$ cat config.mk
export PLATFORM = sky130hd
export DESIGN_NAME = rtc_three_wire_bus_master_flat
export DESIGN_NICKNAME = d
export VERILOG_FILES = /design/src/rtl/rtc3w_pkg.sv /design/src/rtl/rtc3w_ifs.sv /design/src/rtl/rtc3w_core.sv /design/src/rtl/rtc_three_wire_bus_master.sv /design/src/flat_wrapper.sv
export VERILOG_INCLUDE_DIRS = /design/src /design/src/rtl
export SDC_FILE = /design/constraint.sdc
export NUM_CORES = 1
export LEC_CHECK = 0
export BUFFER_PORTS_ARGS = -buffer_cell sky130_fd_sc_hd__buf_4
export CAP_MARGIN = 5
export CORE_MARGIN = 1.5
export CORE_UTILIZATION = 30
export DETAILED_ROUTE_END_ITERATION = 6
export GPL_TIMING_DRIVEN = 1
export HOLD_SLACK_MARGIN = 0.05
export PLACE_DENSITY = 0.42
export SLEW_MARGIN = 20
export SYNTH_ARGS = -nofsm -noshare
export SYNTH_HDL_FRONTEND = slang
export SYNTH_SLANG_ARGS = --single-unit
$ cat constraint.sdc
create_clock -name clk -period 6.7 [get_ports clk]
set_clock_uncertainty 0.2 [all_clocks]
set_input_delay 0.67 -clock clk [delete_from_list [all_inputs] [get_ports clk]]
set_output_delay 0.67 -clock clk [all_outputs]
set_load 0.01 [all_outputs]
$ cat src/rtl/rtc_three_wire_bus_master_macros.svh
// Assertion macros used by the three-wire bus master core.
`ifndef RTC_THREE_WIRE_BUS_MASTER_MACROS_SVH
`define RTC_THREE_WIRE_BUS_MASTER_MACROS_SVH

// The consequent must hold in the same cycle as the antecedent.
`define RTC3W_ASSERT_SAME(label, ante, cons) \
    label: assert property (@(posedge clk) disable iff (!rst_n) (ante) |-> (cons)) \
        else $error("rtc3w assertion failed");

// The consequent must hold in the cycle after the antecedent.
`define RTC3W_ASSERT_NEXT(label, ante, cons) \
    label: assert property (@(posedge clk) disable iff (!rst_n) (ante) |=> (cons)) \
        else $error("rtc3w assertion failed");

`endif

$ cat src/rtl/rtc3w_pkg.sv
// Package with the types, constants and helper functions of the three-wire bus master.
`default_nettype none

package rtc3w_pkg;

    typedef enum logic [2:0] {
        PH_IDLE    = 3'd0,
        PH_ENLOW   = 3'd1,
        PH_BITLOW  = 3'd2,
        PH_BITHIGH = 3'd3,
        PH_FINISH  = 3'd4
    } phase_t;

    typedef enum logic [1:0] {
        OP_WRITE    = 2'd0,
        OP_READ     = 2'd1,
        OP_READ_DEC = 2'd2,
        OP_SAVE     = 2'd3
    } op_t;

    localparam logic [15:0] HALF_PERIOD_RESET = 16'd10;
    localparam logic [7:0]  WP_ADDRESS        = 8'h8E;
    localparam logic [7:0]  WP_UNLOCK         = 8'h00;
    localparam logic [7:0]  WP_LOCK           = 8'h80;
    localparam logic [7:0]  WRITE_MASK        = 8'hFE;
    localparam logic [7:0]  READ_FLAG         = 8'h01;
    localparam logic [7:0]  BCD_MAX           = 8'd99;
    localparam logic [3:0]  LAST_BIT          = 4'd15;
    localparam logic [1:0]  SAVE_LAST_STEP    = 2'd2;
    localparam logic [1:0]  SAVE_UNLOCK_STEP  = 2'd0;
    localparam logic [1:0]  SAVE_DATA_STEP    = 2'd1;

    typedef struct packed {
        logic       start_req;
        logic [1:0] opcode;
        logic [7:0] reg_address;
        logic [7:0] value;
        logic       data_pin;
    } item_t;

    typedef struct packed {
        logic       chip_enable;
        logic       serial_clock;
        logic       data_out;
        logic       data_drive;
        logic       busy_res;
        logic       done_res;
        logic [7:0] read_value;
    } result_t;

    typedef struct packed {
        phase_t      phase;
        logic [3:0]  bit_index;
        logic [15:0] tick_count;
        logic [7:0]  address_shift;
        logic [7:0]  data_shift;
        logic [7:0]  captured_byte;
        op_t         held_opcode;
        logic [1:0]  sub_step;
        logic [7:0]  held_value;
        logic [7:0]  held_address;
    } state_t;

    typedef struct packed {
        logic [7:0] addr;
        logic [7:0] data;
    } shift_pair_t;

    // Clamps a binary value to 99 and returns it as two BCD digits.
    function automatic logic [7:0] to_bcd_clamped(input logic [7:0] v);
        logic [6:0]  d;
        logic [13:0] prod;
        logic [3:0]  tens;
        logic [6:0]  tens_x10;
        logic [6:0]  ones;
        d        = (v > BCD_MAX) ? BCD_MAX[6:0] : v[6:0];
        prod     = 14'(d) * 14'd103;
        tens     = prod[13:10];
        tens_x10 = 7'({tens, 3'b000}) + 7'({tens, 1'b0});
        ones     = d - tens_x10;
        return {tens, ones[3:0]};
    endfunction

    // Converts a byte of two BCD digits to binary.
    function automatic logic [7:0] from_bcd(input logic [7:0] b);
        return 8'({b[7:4], 3'b000}) + 8'({b[7:4], 1'b0}) + 8'(b[3:0]);
    endfunction

    function automatic logic is_read_op(input op_t op);
        return (op == OP_READ) || (op == OP_READ_DEC);
    endfunction

    // Address and data bytes that one transaction of a command shifts out.
    function automatic shift_pair_t load_shifts(input op_t op, input logic [1:0] step,
                                                input logic [7:0] addr,
                                                input logic [7:0] val);
        shift_pair_t sp;
        if (op == OP_SAVE) begin
            if (step == SAVE_UNLOCK_STEP) begin
                sp.addr = WP_ADDRESS;
                sp.data = WP_UNLOCK;
            end
            else if (step == SAVE_DATA_STEP) begin
                sp.addr = addr & WRITE_MASK;
                sp.data = to_bcd_clamped(val);
            end
            else begin
                sp.addr = WP_ADDRESS;
                sp.data = WP_LOCK;
            end
        end
        else if (is_read_op(op)) begin
            sp.addr = addr | READ_FLAG;
            sp.data = '0;
        end
        else begin
            sp.addr = addr & WRITE_MASK;
            sp.data = val;
        end
        return sp;
    endfunction

endpackage

`default_nettype wire

$ cat src/rtl/rtc3w_ifs.sv
// Handshake channel interfaces for tick items, result items and the configuration write.
`default_nettype none

interface rtc3w_item_if;
    logic       valid;
    logic       ready;
    logic       start_req;
    logic [1:0] opcode;
    logic [7:0] reg_address;
    logic [7:0] value;
    logic       data_pin;

    modport source (output valid, start_req, opcode, reg_address, value, data_pin,
                    input ready);
    modport sink (input valid, start_req, opcode, reg_address, value, data_pin,
                  output ready);
endinterface

interface rtc3w_result_if;
    logic       valid;
    logic       ready;
    logic       chip_enable;
    logic       serial_clock;
    logic       data_out;
    logic       data_drive;
    logic       busy_res;
    logic       done_res;
    logic [7:0] read_value;

    modport source (output valid, chip_enable, serial_clock, data_out, data_drive,
                    busy_res, done_res, read_value, input ready);
    modport sink (input valid, chip_enable, serial_clock, data_out, data_drive,
                  busy_res, done_res, read_value, output ready);
endinterface

interface rtc3w_cfg_if;
    logic        valid;
    logic        ready;
    logic [15:0] half_period_ticks;

    modport source (output valid, half_period_ticks, input ready);
    modport sink (input valid, half_period_ticks, output ready);
endinterface

`default_nettype wire

$ cat src/rtl/rtc3w_core.sv
// Bus sequencer: state registers and the per-tick next-state and line-level logic.
`default_nettype none

module rtc3w_core
    import rtc3w_pkg::*;
(
    input  wire logic        clk,
    input  wire logic        rst_n,
    input  wire logic        step_en,
    input  wire item_t       item,
    input  wire logic [15:0] half_period,
    output result_t          res
);

    `include "rtc_three_wire_bus_master_macros.svh"

    state_t      state_reg;
    state_t      state_next;
    state_t      eff;
    shift_pair_t start_load;
    shift_pair_t step_load;
    logic [15:0] hp;
    logic        tick_wrap;
    logic        is_read;
    logic        rx;
    logic        more_tx;

    assign start_load = load_shifts(op_t'(item.opcode), SAVE_UNLOCK_STEP,
                                    item.reg_address, item.value);

    // A start in idle loads the command before the tick is processed.
    always_comb
    begin
        eff = state_reg;
        if (state_reg.phase == PH_IDLE && item.start_req)
        begin
            eff.held_opcode   = op_t'(item.opcode);
            eff.held_address  = item.reg_address;
            eff.held_value    = item.value;
            eff.sub_step      = SAVE_UNLOCK_STEP;
            eff.captured_byte = '0;
            eff.address_shift = start_load.addr;
            eff.data_shift    = start_load.data;
            eff.bit_index     = '0;
            eff.tick_count    = '0;
            eff.phase         = PH_ENLOW;
        end
    end

    assign hp        = (half_period == '0) ? 16'd1 : half_period;
    assign tick_wrap = ({1'b0, eff.tick_count} + 17'd1) >= {1'b0, hp};
    assign is_read   = is_read_op(eff.held_opcode);
    assign rx        = eff.bit_index[3] && is_read;
    assign more_tx   = (eff.held_opcode == OP_SAVE) && (eff.sub_step < SAVE_LAST_STEP);
    assign step_load = load_shifts(eff.held_opcode, eff.sub_step + 2'd1,
                                   eff.held_address, eff.held_value);

    always_comb
    begin
        state_next = eff;
        case (eff.phase)
            PH_IDLE:
            begin
                state_next = eff;
            end
            PH_ENLOW:
            begin
                if (tick_wrap)
                begin
                    state_next.tick_count = '0;
                    state_next.bit_index  = '0;
                    state_next.phase      = PH_BITLOW;
                end
                else
                begin
                    state_next.tick_count = eff.tick_count + 16'd1;
                end
            end
            PH_BITLOW:
            begin
                if (rx)
                begin
                    state_next.captured_byte = {item.data_pin, eff.captured_byte[7:1]};
                end
                state_next.tick_count = '0;
                state_next.phase      = PH_BITHIGH;
            end
            PH_BITHIGH:
            begin
                if (tick_wrap)
                begin
                    state_next.tick_count = '0;
                    if (!eff.bit_index[3])
                    begin
                        state_next.address_shift = {1'b0, eff.address_shift[7:1]};
                    end
                    else
                    begin
                        state_next.data_shift = {1'b0, eff.data_shift[7:1]};
                    end
                    if (eff.bit_index == LAST_BIT)
                    begin
                        state_next.phase = PH_FINISH;
                    end
                    else
                    begin
                        state_next.bit_index = eff.bit_index + 4'd1;
                        state_next.phase     = PH_BITLOW;
                    end
                end
                else
                begin
                    state_next.tick_count = eff.tick_count + 16'd1;
                end
            end
            PH_FINISH:
            begin
                if (more_tx)
                begin
                    state_next.sub_step      = eff.sub_step + 2'd1;
                    state_next.address_shift = step_load.addr;
                    state_next.data_shift    = step_load.data;
                    state_next.bit_index     = '0;
                    state_next.tick_count    = '0;
                    state_next.phase         = PH_ENLOW;
                end
                else
                begin
                    state_next.phase      = PH_IDLE;
                    state_next.bit_index  = '0;
                    state_next.tick_count = '0;
                end
            end
            default:
            begin
                state_next.phase = PH_IDLE;
            end
        endcase
    end

    always_comb
    begin
        res = '0;
        case (eff.phase)
            PH_IDLE:
            begin
                res = '0;
            end
            PH_ENLOW:
            begin
                res.busy_res   = 1'b1;
                res.data_drive = 1'b1;
            end
            PH_BITLOW, PH_BITHIGH:
            begin
                res.busy_res     = 1'b1;
                res.chip_enable  = 1'b1;
                res.serial_clock = (eff.phase == PH_BITHIGH);
                if (!rx)
                begin
                    res.data_drive = 1'b1;
                    res.data_out   = eff.bit_index[3] ? eff.data_shift[0]
                                                      : eff.address_shift[0];
                end
            end
            PH_FINISH:
            begin
                if (more_tx)
                begin
                    res.busy_res = 1'b1;
                end
                else
                begin
                    res.done_res = 1'b1;
                    if (eff.held_opcode == OP_READ)
                    begin
                        res.read_value = eff.captured_byte;
                    end
                    else if (eff.held_opcode == OP_READ_DEC)
                    begin
                        res.read_value = from_bcd(eff.captured_byte);
                    end
                end
            end
            default:
            begin
                res = '0;
            end
        endcase
    end

    always_ff @(posedge clk or negedge rst_n)
    begin
        if (!rst_n)
        begin
            state_reg <= '0;
        end
        else if (step_en)
        begin
            state_reg <= state_next;
        end
    end

    `RTC3W_ASSERT_SAME(a_done_not_busy, res.done_res, !res.busy_res)
    `RTC3W_ASSERT_SAME(a_read_value_with_done, res.read_value != '0, res.done_res)
    `RTC3W_ASSERT_SAME(a_released_line_low, !res.data_drive, !res.data_out)
    `RTC3W_ASSERT_NEXT(a_done_returns_idle, step_en && res.done_res,
                       state_reg.phase == PH_IDLE)
    `RTC3W_ASSERT_NEXT(a_idle_holds, step_en && state_reg.phase == PH_IDLE && !item.start_req,
                       state_reg.phase == PH_IDLE)

endmodule

`default_nettype wire

$ cat src/rtl/rtc_three_wire_bus_master.sv
// Top level of the three-wire serial bus master for a real-time clock chip.
`default_nettype none

// Each beat on the item channel is one timing tick and yields exactly one beat on the
// result channel with the bus line levels for that tick, plus busy, a done pulse and the
// byte read. The block takes one tick per clock cycle while the result channel is not
// stalled by result ready; a tick passes through the input register, the sequencer step
// and then the result register, where it waits until result ready takes it. The half
// period register must be written through the configuration channel only while no command
// is running; the block itself does not enforce this. Zero acts as one tick.
module rtc_three_wire_bus_master
    import rtc3w_pkg::*;
(
    input  wire logic        clk,
    input  wire logic        rst_n,
    rtc3w_item_if.sink       item,
    rtc3w_result_if.source   result,
    rtc3w_cfg_if.sink        cfg
);

    logic        half_period_reg;
    logic [15:0] half_period_ticks_reg;
    logic        in_valid_reg;
    item_t       in_item_reg;
    logic        out_valid_reg;
    result_t     out_item_reg;
    result_t     step_res;
    logic        advance;

    assign advance    = in_valid_reg && (!out_valid_reg || result.ready);
    assign item.ready = !in_valid_reg || advance;
    assign cfg.ready  = 1'b1;

    always_ff @(posedge clk or negedge rst_n)
    begin
        if (!rst_n)
        begin
            half_period_reg       <= 1'b0;
            half_period_ticks_reg <= HALF_PERIOD_RESET;
        end
        else if (cfg.valid)
        begin
            half_period_reg       <= 1'b1;
            half_period_ticks_reg <= cfg.half_period_ticks;
        end
    end

    always_ff @(posedge clk or negedge rst_n)
    begin
        if (!rst_n)
        begin
            in_valid_reg <= 1'b0;
        end
        else if (item.ready)
        begin
            in_valid_reg <= item.valid;
        end
    end

    always_ff @(posedge clk)
    begin
        if (item.valid && item.ready)
        begin
            in_item_reg.start_req   <= item.start_req;
            in_item_reg.opcode      <= item.opcode;
            in_item_reg.reg_address <= item.reg_address;
            in_item_reg.value       <= item.value;
            in_item_reg.data_pin    <= item.data_pin;
        end
    end

    rtc3w_core u_core (
        .clk         (clk),
        .rst_n       (rst_n),
        .step_en     (advance),
        .item        (in_item_reg),
        .half_period (half_period_reg ? half_period_ticks_reg : HALF_PERIOD_RESET),
        .res         (step_res)
    );

    always_ff @(posedge clk or negedge rst_n)
    begin
        if (!rst_n)
        begin
            out_valid_reg <= 1'b0;
        end
        else if (advance)
        begin
            out_valid_reg <= 1'b1;
        end
        else if (result.ready)
        begin
            out_valid_reg <= 1'b0;
        end
    end

    always_ff @(posedge clk)
    begin
        if (advance)
        begin
            out_item_reg <= step_res;
        end
    end

    assign result.valid        = out_valid_reg;
    assign result.chip_enable  = out_item_reg.chip_enable;
    assign result.serial_clock = out_item_reg.serial_clock;
    assign result.data_out     = out_item_reg.data_out;
    assign result.data_drive   = out_item_reg.data_drive;
    assign result.busy_res     = out_item_reg.busy_res;
    assign result.done_res     = out_item_reg.done_res;
    assign result.read_value   = out_item_reg.read_value;

endmodule

`default_nettype wire
$ cat src/flat_wrapper.sv
// flat-port wrapper written by rule: the top's interface ports become plain ports
module rtc_three_wire_bus_master_flat import rtc3w_pkg::*;
  (clk, rst_n, item_valid, item_start_req, item_opcode, item_reg_address, item_value, item_data_pin, item_ready, result_valid, result_chip_enable, result_serial_clock, result_data_out, result_data_drive, result_busy_res, result_done_res, result_read_value, result_ready, cfg_valid, cfg_half_period_ticks, cfg_ready);
  rtc3w_item_if item_i ();
  rtc3w_result_if result_i ();
  rtc3w_cfg_if cfg_i ();
  input  wire logic clk;
  input  wire logic rst_n;
  input wire logic [$bits(item_i.valid)-1:0] item_valid;
  input wire logic [$bits(item_i.start_req)-1:0] item_start_req;
  input wire logic [$bits(item_i.opcode)-1:0] item_opcode;
  input wire logic [$bits(item_i.reg_address)-1:0] item_reg_address;
  input wire logic [$bits(item_i.value)-1:0] item_value;
  input wire logic [$bits(item_i.data_pin)-1:0] item_data_pin;
  output wire logic [$bits(item_i.ready)-1:0] item_ready;
  output wire logic [$bits(result_i.valid)-1:0] result_valid;
  output wire logic [$bits(result_i.chip_enable)-1:0] result_chip_enable;
  output wire logic [$bits(result_i.serial_clock)-1:0] result_serial_clock;
  output wire logic [$bits(result_i.data_out)-1:0] result_data_out;
  output wire logic [$bits(result_i.data_drive)-1:0] result_data_drive;
  output wire logic [$bits(result_i.busy_res)-1:0] result_busy_res;
  output wire logic [$bits(result_i.done_res)-1:0] result_done_res;
  output wire logic [$bits(result_i.read_value)-1:0] result_read_value;
  input wire logic [$bits(result_i.ready)-1:0] result_ready;
  input wire logic [$bits(cfg_i.valid)-1:0] cfg_valid;
  input wire logic [$bits(cfg_i.half_period_ticks)-1:0] cfg_half_period_ticks;
  output wire logic [$bits(cfg_i.ready)-1:0] cfg_ready;
  assign item_i.valid = item_valid;
  assign item_i.start_req = item_start_req;
  assign item_i.opcode = item_opcode;
  assign item_i.reg_address = item_reg_address;
  assign item_i.value = item_value;
  assign item_i.data_pin = item_data_pin;
  assign item_ready = item_i.ready;
  assign result_valid = result_i.valid;
  assign result_chip_enable = result_i.chip_enable;
  assign result_serial_clock = result_i.serial_clock;
  assign result_data_out = result_i.data_out;
  assign result_data_drive = result_i.data_drive;
  assign result_busy_res = result_i.busy_res;
  assign result_done_res = result_i.done_res;
  assign result_read_value = result_i.read_value;
  assign result_i.ready = result_ready;
  assign cfg_i.valid = cfg_valid;
  assign cfg_i.half_period_ticks = cfg_half_period_ticks;
  assign cfg_ready = cfg_i.ready;
  rtc_three_wire_bus_master u_core (.clk(clk), .rst_n(rst_n), .item(item_i), .result(result_i), .cfg(cfg_i));
endmodule
==> impl_metrics.csv, run 1 <==
group,metric,value,unit
synthesis,post_synth.cell_area_avg,9.68,µm²
clock_tree,clock_sinks,118,
detailed_routing,first_pass_iters,5,
clock_tree,worst_skew_pair.late_latency,0.43,ns
global_routing,globalRoute.totalOverflow,0,
flow_run,cap_viol_max_count,0,
floorplan,fp.coreArea,25800,µm²
placement,place.detailed.hpwl,15000,µm
floorplan,floorplan.io_pins,58,
global_routing,gr-usage-all-layers,0.166,
synthesis,synthFlopType,"sky130_fd_sc_hd__dfrtp_1",
clock_tree,numCtsBuffers,17,
synthesis,register_area_share_after_synthesis,0.398,
sta,fmax,159,MHz
sta,grt_setup_unrepaired,"false",
setup_path,setup_crit_start,"u_core.u_core.state_reg[64]$_DFFE_PN0P_",
global_routing,grt_first_pass_wirelength,34500,µm
synthesis,post_synth_inst_count,811,
detailed_routing,final_antenna_net_count,0,
synthesis,synthesis.yosys.warnings,0,
placement,pre_cts_ws,0.349,ns
synthesis,yosys.area.top_type,"sky130_fd_sc_hd__dfrtp_1",
synthesis,async_flop_share,0.720,
pwr,vdd.ir_drop.worst,0.000145,V
sta,final.hold.worst_slack,0.221,ns
setup_path,critical_path.startpoint_type,"flip-flop",
cells_and_area,final_cell_area,9280,µm²
detailed_routing,vias,6219,
floorplan,start_util,0.304,
synthesis,post_synth_main_area_contributors,"sky130_fd_sc_hd__dfrtp_1 26%, sky130_fd_sc_hd__edfxtp_1 13%, sky130_fd_sc_hd__ha_1 11%",
synthesis,ys_ff_latch,118,
setup_path,criticalPathCategory,"flip-flop to flip-flop",
placement,io_buffers,55,
sta,final_hold_vio_count,0,
placement,place.detailed.instances,1179,
sta,final_min_period_over_clock_period,0.936,
clock_tree,clk_path_buf_depth,2,
hold_path,hold_path_startpoint,"item_reg_address[3]",
floorplan,die_area,27100,µm²
cells_and_area,layoutNonFillerInstCount,1213,
setup_path,worstPathMaxFanout,9,
pwr,power_density,228,nW/µm²
detailed_routing,route.detailed.drc,0,
floorplan,die-width,165,µm
cells_and_area,num-nets-final,985,
sta,setup_viol,0,
sta,slew-limit-headroom,0.312,
setup_path,reg2reg_from,"u_core.u_core.state_reg[64]$_DFFE_PN0P_",
global_routing,grt_pass1_vias,6258,
setup_path,crit_arrival,6.42,ns
cells_and_area,antennaDiodeCount,0,
clock_tree,cts_tree,"done",
synthesis,post-synth-top-count-cell,"sky130_fd_sc_hd__nand2_1",
sta,worst_slew_pin_slew,1.03,ns
run_status,outcome,"finished, final reports clean",
detailed_routing,detail_route.vias_per_cell,5.13,
floorplan,fp.dieH,165,µm
sta,timing.setup.tns,0,ns
sta,final_count_of_pins_violating_max_slew,0,
placement,detailed_place.area,8660,µm²
clock_tree,cts-htree-levels,4,
cells_and_area,largest_register_ff_count,66,
detailed_routing,route.detailed.wl_per_inst,17.4,µm
setup_path,cp.required,6.85,ns
synthesis,netlist_area,7850,µm²
global_routing,grt_max_degree,57,
placement,place_congestion,0.759,
setup_path,setup.worst_path.end_class,"flip-flop",
synthesis,synth.cells.most_frequent,"85 x sky130_fd_sc_hd__nand2_1, 83 x sky130_fd_sc_hd__dfrtp_1, 69 x sky130_fd_sc_hd__ha_1",
detailed_routing,routed_wirelength,21100,µm
hold_path,hold_path_class,"primary input to flip-flop",
cells_and_area,post_route_cells_drive_above_1_share,0.180,
global_routing,antenna_found_initial,0,
synthesis,synth-edff-count,33,
cells_and_area,area_delta_synth_final,18.2,%
floorplan,rows,59,
clock_tree,clock_transition_time_at_the_flip_flop_clock_pins_of_the_worst_setup_and_hold_paths,0.06,ns
clock_tree,clock-root-buffer,"sky130_fd_sc_hd__clkbuf_16",
synthesis,mappedNetlistNets,931,
synthesis,synth_cell_type_count,76,
sta,setup_slack,0.428,ns
sta,period_needed,6.27,ns
pwr,static-leakage-power,0.00427,µW
synthesis,synth_top_area_share,0.265,
detailed_routing,drt_iter0_markers,336,
## path summary, 6_finish.rpt
check                                                               end  slack, ns  cells past startpoint
worst max-delay path            u_core.u_core.state_reg[31]$_DFFE_PN0P_       0.43                     22
worst min-delay path                   u_core.in_item_reg[12]$_DFFE_PP_       0.22                      1
worst max register to register  u_core.u_core.state_reg[31]$_DFFE_PN0P_       0.43                     22
worst min register to register  u_core.u_core.state_reg[27]$_DFFE_PN0P_       0.27                      1
max in group asynchronous       u_core.u_core.state_reg[41]$_DFFE_PN0P_       4.64                      3
min in group asynchronous       u_core.u_core.state_reg[22]$_DFFE_PN0P_       0.53                      2
## area by class of cell
cell class | count | area, µm²
repair buffers | 75 | 573
clock inverters | 10 | 92.6
clock buffers | 22 | 497
well taps | 335 | 419
fillers | 2655 | 16600
inverters | 49 | 184
multi-input cells | 604 | 4390
flip-flops and latches | 118 | 3120
## metal layers
metal	GRT usage	part of all wire	up-vias
li1	-	-	3063
met1	0.230	0.49	3033
met2	0.261	0.46	105
met3	0.0281	0.031	18
met4	0.0557	0.015	0
met5	0	0	-
## where the power goes
part / total (µW) / switching, µW / leakage [µW] / internal (µW)
clock: 922 / 358 / 0.000287 / 564
sequential: 864 / 52.1 / 0.00138 / 812
combinational: 327 / 180 / 0.00260 / 146
## cell usage in the layout (no fill, tap or decap), types with 33 or more instances in the layout
cell,Yosys,final
sky130_fd_sc_hd__a21oi_1,41,41
sky130_fd_sc_hd__buf_4,1,73
sky130_fd_sc_hd__dfrtp_1,83,83
sky130_fd_sc_hd__edfxtp_1,33,33
sky130_fd_sc_hd__ha_1,69,69
sky130_fd_sc_hd__inv_1,48,48
sky130_fd_sc_hd__mux2_2,35,35
sky130_fd_sc_hd__nand2_1,85,85
sky130_fd_sc_hd__nor2_1,60,60
sky130_fd_sc_hd__o21ai_0,41,41
## per-stage QoR
stage | power (µW) | utilization
after floorplan | 1090 | -
after global placement | 1200 | 0.335
after detailed placement | 1210 | 0.335
after CTS | 2140 | 0.358
after global routing | 2220 | 0.359
final | 2110 | 0.359
## timing repair
| action | CTS | global route |
|---|---|---|
| hold buffers | 1 | 0 |
| gates resized for setup | 0 | 1 |
| setup buffers | 0 | 0 |
| endpoints found under the hold margin | 29 | 0 |
| endpoints found under the setup margin | 0 | 1 |
## worst max-delay path, cell delays in order, from the launching register on
cell and delay [ns]:
sky130_fd_sc_hd__dfrtp_1 0.45, sky130_fd_sc_hd__or4b_4 0.67, sky130_fd_sc_hd__nor3_4 0.21, sky130_fd_sc_hd__nor2_2 0.06, sky130_fd_sc_hd__a21o_1 0.18, sky130_fd_sc_hd__inv_1 0.13
sky130_fd_sc_hd__ha_1 0.20, sky130_fd_sc_hd__inv_1 0.06, sky130_fd_sc_hd__fa_1 0.50, sky130_fd_sc_hd__inv_1 0.06, sky130_fd_sc_hd__fa_1 0.48, sky130_fd_sc_hd__ha_1 0.31
sky130_fd_sc_hd__ha_1 0.35, sky130_fd_sc_hd__a21oi_1 0.19, sky130_fd_sc_hd__nand2_1 0.12, sky130_fd_sc_hd__a221o_1 0.42, sky130_fd_sc_hd__nor3_2 0.20, sky130_fd_sc_hd__nor2_1 0.08
sky130_fd_sc_hd__ha_1 0.31, sky130_fd_sc_hd__a311oi_1 0.24, sky130_fd_sc_hd__xnor3_1 0.27, sky130_fd_sc_hd__or4_1 0.42, sky130_fd_sc_hd__o211ai_2 0.07
## kinds of logic after synthesis
family	synth area share
simple gates	0.170
xor+xnor	0.0274
flops	0.398
mux	0.0593
other cells	0.000478
fa+ha+maj	0.135
compound gates	0.164
buf+inv	0.0456
(Power assumes the default switching activity.)
==> inputs of run 2 (changes only) <==
- ABC_AREA: unset -> 1
- PLACE_DENSITY: 0.42 -> 0.53
==> impl_metrics.csv, run 2 <==
group,metric,value,unit
setup_path,setup.worst_path.end_class,"flip-flop",
synthesis,muxShareOfSynthArea,0,
global_routing,gr-usage-all-layers,0.152,
clock_tree,clock_sinks,118,
global_routing,grt_pass1_vias,7011,
sta,final_count_of_pins_violating_max_slew,0,
sta,timing.setup.tns,0,ns
floorplan,rows,61,
detailed_routing,routed_wirelength,20800,µm
global_routing,antenna_found_initial,0,
setup_path,reg2reg_from,"u_core.u_core.state_reg[64]$_DFFE_PN0P_",
setup_path,worst_path_max_delay_cell,"sky130_fd_sc_hd__fa_1",
clock_tree,cts-htree-levels,4,
cells_and_area,largest_register_ff_count,66,
setup_path,r2r-end,"u_core.u_core.state_reg[31]$_DFFE_PN0P_",
synthesis,dominant_combinational_cell_family_by_area_after_synthesis,"simple AND/OR/NAND/NOR gates",
setup_path,cp.required,6.82,ns
run_status,outcome,"finished, final reports clean",
synthesis,mappedNetlistNets,1237,
hold_path,hold_path_class,"primary input to flip-flop",
synthesis,synth-edff-count,33,
synthesis,post_synth_and_or_nand_nor_area_fraction,0.242,
sta,final.hold.worst_slack,0.217,ns
floorplan,floorplan.io_pins,58,
synthesis,register_area_share_after_synthesis,0.370,
setup_path,timing.reg2reg.worst_path_depth,33,
cells_and_area,antennaDiodeCount,0,
sta,fmax,167,MHz
setup_path,critical_path.startpoint_type,"flip-flop",
cells_and_area,num-nets-final,1283,
synthesis,synth-adder-area-share,0.126,
floorplan,fp.coreArea,27700,µm²
synthesis,netlist_area,8430,µm²
clock_tree,clock-root-buffer,"sky130_fd_sc_hd__clkbuf_16",
floorplan,start_util,0.304,
detailed_routing,drt_iter0_markers,449,
synthesis,post_synth_inst_count,1117,
sta,worst_slew_pin_slew,0.958,ns
setup_path,crit_arrival,6.10,ns
clock_tree,cts_setup_buffers,0,
clock_tree,numCtsBuffers,17,
cells_and_area,area_delta_synth_final,16.1,%
setup_path,criticalPathCategory,"flip-flop to flip-flop",
global_routing,grt_max_degree,67,
floorplan,die_area,29100,µm²
synthesis,synthFlopType,"sky130_fd_sc_hd__dfrtp_1",
detailed_routing,final_antenna_net_count,0,
setup_path,setup_crit_start,"u_core.u_core.state_reg[64]$_DFFE_PN0P_",
synthesis,post-synth-top-count-cell,"sky130_fd_sc_hd__nand2_1",
placement,io_buffers,55,
synthesis,yosys.area.top_type,"sky130_fd_sc_hd__dfrtp_1",
global_routing,globalRoute.totalOverflow,0,
synthesis,synth_top_area_share,0.246,
placement,place.detailed.hpwl,15100,µm
synthesis,post_synth.cell_area_avg,7.55,µm²
synthesis,ys_ff_latch,118,
synthesis,synth.cells.most_frequent,"295 x sky130_fd_sc_hd__nand2_1, 161 x sky130_fd_sc_hd__inv_1, 96 x sky130_fd_sc_hd__nor2_1",
cells_and_area,layout_commonest_cell,"sky130_fd_sc_hd__nand2_1",
floorplan,die-width,171,µm
sta,setup_viol,0,
placement,pre_cts_ws,0.592,ns
synthesis,async_flop_share,0.720,
global_routing,grt_first_pass_wirelength,34900,µm
clock_tree,cts_tree,"done",
detailed_routing,route.detailed.wl_per_inst,13.4,µm
synthesis,synth_cell_type_count,48,
synthesis,synthesis.yosys.warnings,0,
setup_path,r2r_slack,0.72,ns
setup_path,worstPathMaxFanout,28,
floorplan,fp.dieH,171,µm
sta,slew-limit-headroom,0.361,
clock_tree,clk_path_buf_depth,2,
cells_and_area,layout_common_cells,"294 x sky130_fd_sc_hd__nand2_1, 161 x sky130_fd_sc_hd__inv_1, 96 x sky130_fd_sc_hd__nor2_1, 83 x sky130_fd_sc_hd__dfrtp_1, 76 x sky130_fd_sc_hd__o21ai_0",
synthesis,post_synth_main_area_contributors,"sky130_fd_sc_hd__dfrtp_1 25%, sky130_fd_sc_hd__nand2_1 13%, sky130_fd_sc_hd__edfxtp_1 12%",
setup_path,critPathCapture,"u_core.u_core.state_reg[31]$_DFFE_PN0P_",
detailed_routing,detail_route.vias_per_cell,4.63,
synthesis,synth-compound-area-share,0.144,
clock_tree,clock_transition_time_at_the_flip_flop_clock_pins_of_the_worst_setup_and_hold_paths,0.06,ns
flow_run,cap_viol_max_count,0,
setup_path,timing.critical_path.slowest_cell_delay,0.52,ns
sta,grt_setup_unrepaired,"false",
synthesis,synth-xor-area-share,0.0197,
cells_and_area,post_route_cells_drive_above_1_share,0.114,
sta,period_needed,5.98,ns
sta,final_hold_vio_count,0,
placement,place_congestion,0.818,
sta,final_min_period_over_clock_period,0.893,
clock_tree,worst_skew_pair.late_latency,0.43,ns
detailed_routing,first_pass_iters,5,
detailed_routing,vias,7192,
sta,setup_slack,0.719,ns
detailed_routing,route.detailed.drc,0,
==> run 2: worst max-delay path, delay by kind of cell, from the launching register on <==
kind / cells / cell delay (ns)
AND/OR/NAND/NOR: 18 / 2.03
AO/OA/AOI/OAI: 2 / 0.27
buffers and inverters: 6 / 0.48
flip-flops: 1 / 0.41
adder cells (fa/ha/maj): 6 / 2.22
XOR/XNOR: 1 / 0.25
==> run 2: cells by family after synthesis <==
kind of cell | count (synthesis)
AO/OA/AOI/OAI | 215
adder cells (fa/ha/maj) | 79
AND/OR/NAND/NOR | 481
flip-flops | 118
other | 1
buffers and inverters | 204
XOR/XNOR | 19
==> run 2: cell type report <==
| type | instances | area, µm² |
|---|---|---|
| fillers | 2955 | 17900 |
| multi-input cells | 795 | 4500 |
| flip-flops and latches | 118 | 3120 |
| inverters | 167 | 627 |
| clock buffers | 21 | 503 |
| repair buffers | 64 | 483 |
| well taps | 378 | 473 |
| clock inverters | 11 | 85.1 |
==> run 2: layer usage <==
metal  routed length [µm]  vias to the layer above  track usage
met3                  821                       21       0.0275
li1                     -                     3739            -
met2                 9660                      129        0.255
met1                10000                     3303        0.198
met5                    0                        -            0
met4                  311                        0       0.0492
==> run 2: worst min-delay path by stage <==
stage / to / cells after the start / slack (ns) / from
after floorplan: u_core.half_period_reg$_DFFE_PN0P_ / 0 / 0.17 / rst_n
after global placement: u_core.half_period_ticks_reg[12]$_DFFE_PN0P_ / 2 / 0.26 / u_core.half_period_ticks_reg[12]$_DFFE_PN0P_
after CTS: u_core.in_item_reg[11]$_DFFE_PP_ / 1 / 0.20 / item_reg_address[2]
after detailed placement: u_core.half_period_ticks_reg[1]$_DFFE_PN1P_ / 2 / 0.26 / u_core.half_period_ticks_reg[1]$_DFFE_PN1P_
after global routing: u_core.in_item_reg[11]$_DFFE_PP_ / 1 / 0.20 / item_reg_address[2]
final: u_core.in_item_reg[11]$_DFFE_PP_ / 1 / 0.22 / item_reg_address[2]
==> run 2: timing repair <==
item                       4_1_cts  5_1_grt
setup endpoints to repair        0        1
hold buffers                     1        0
hold endpoints to repair         2        0
resized for setup                0        1
==> run 2: metrics by stage <==
step | instance area [µm²] | utilization | std cells
3_3_place_gp | 9190 | 0.332 | 1521
3_5_place_dp | 9190 | 0.332 | 1521
4_1_cts | 9780 | 0.353 | 1554
6_report | 9790 | 0.353 | 1554
5_1_grt | 9790 | 0.353 | 1554
2_1_floorplan | 8430 | - | 1117
Power of run 2 is left out: the tool's default activity adds up to more than one toggle a clock period on the data nets, which glitch-free logic cannot reach.
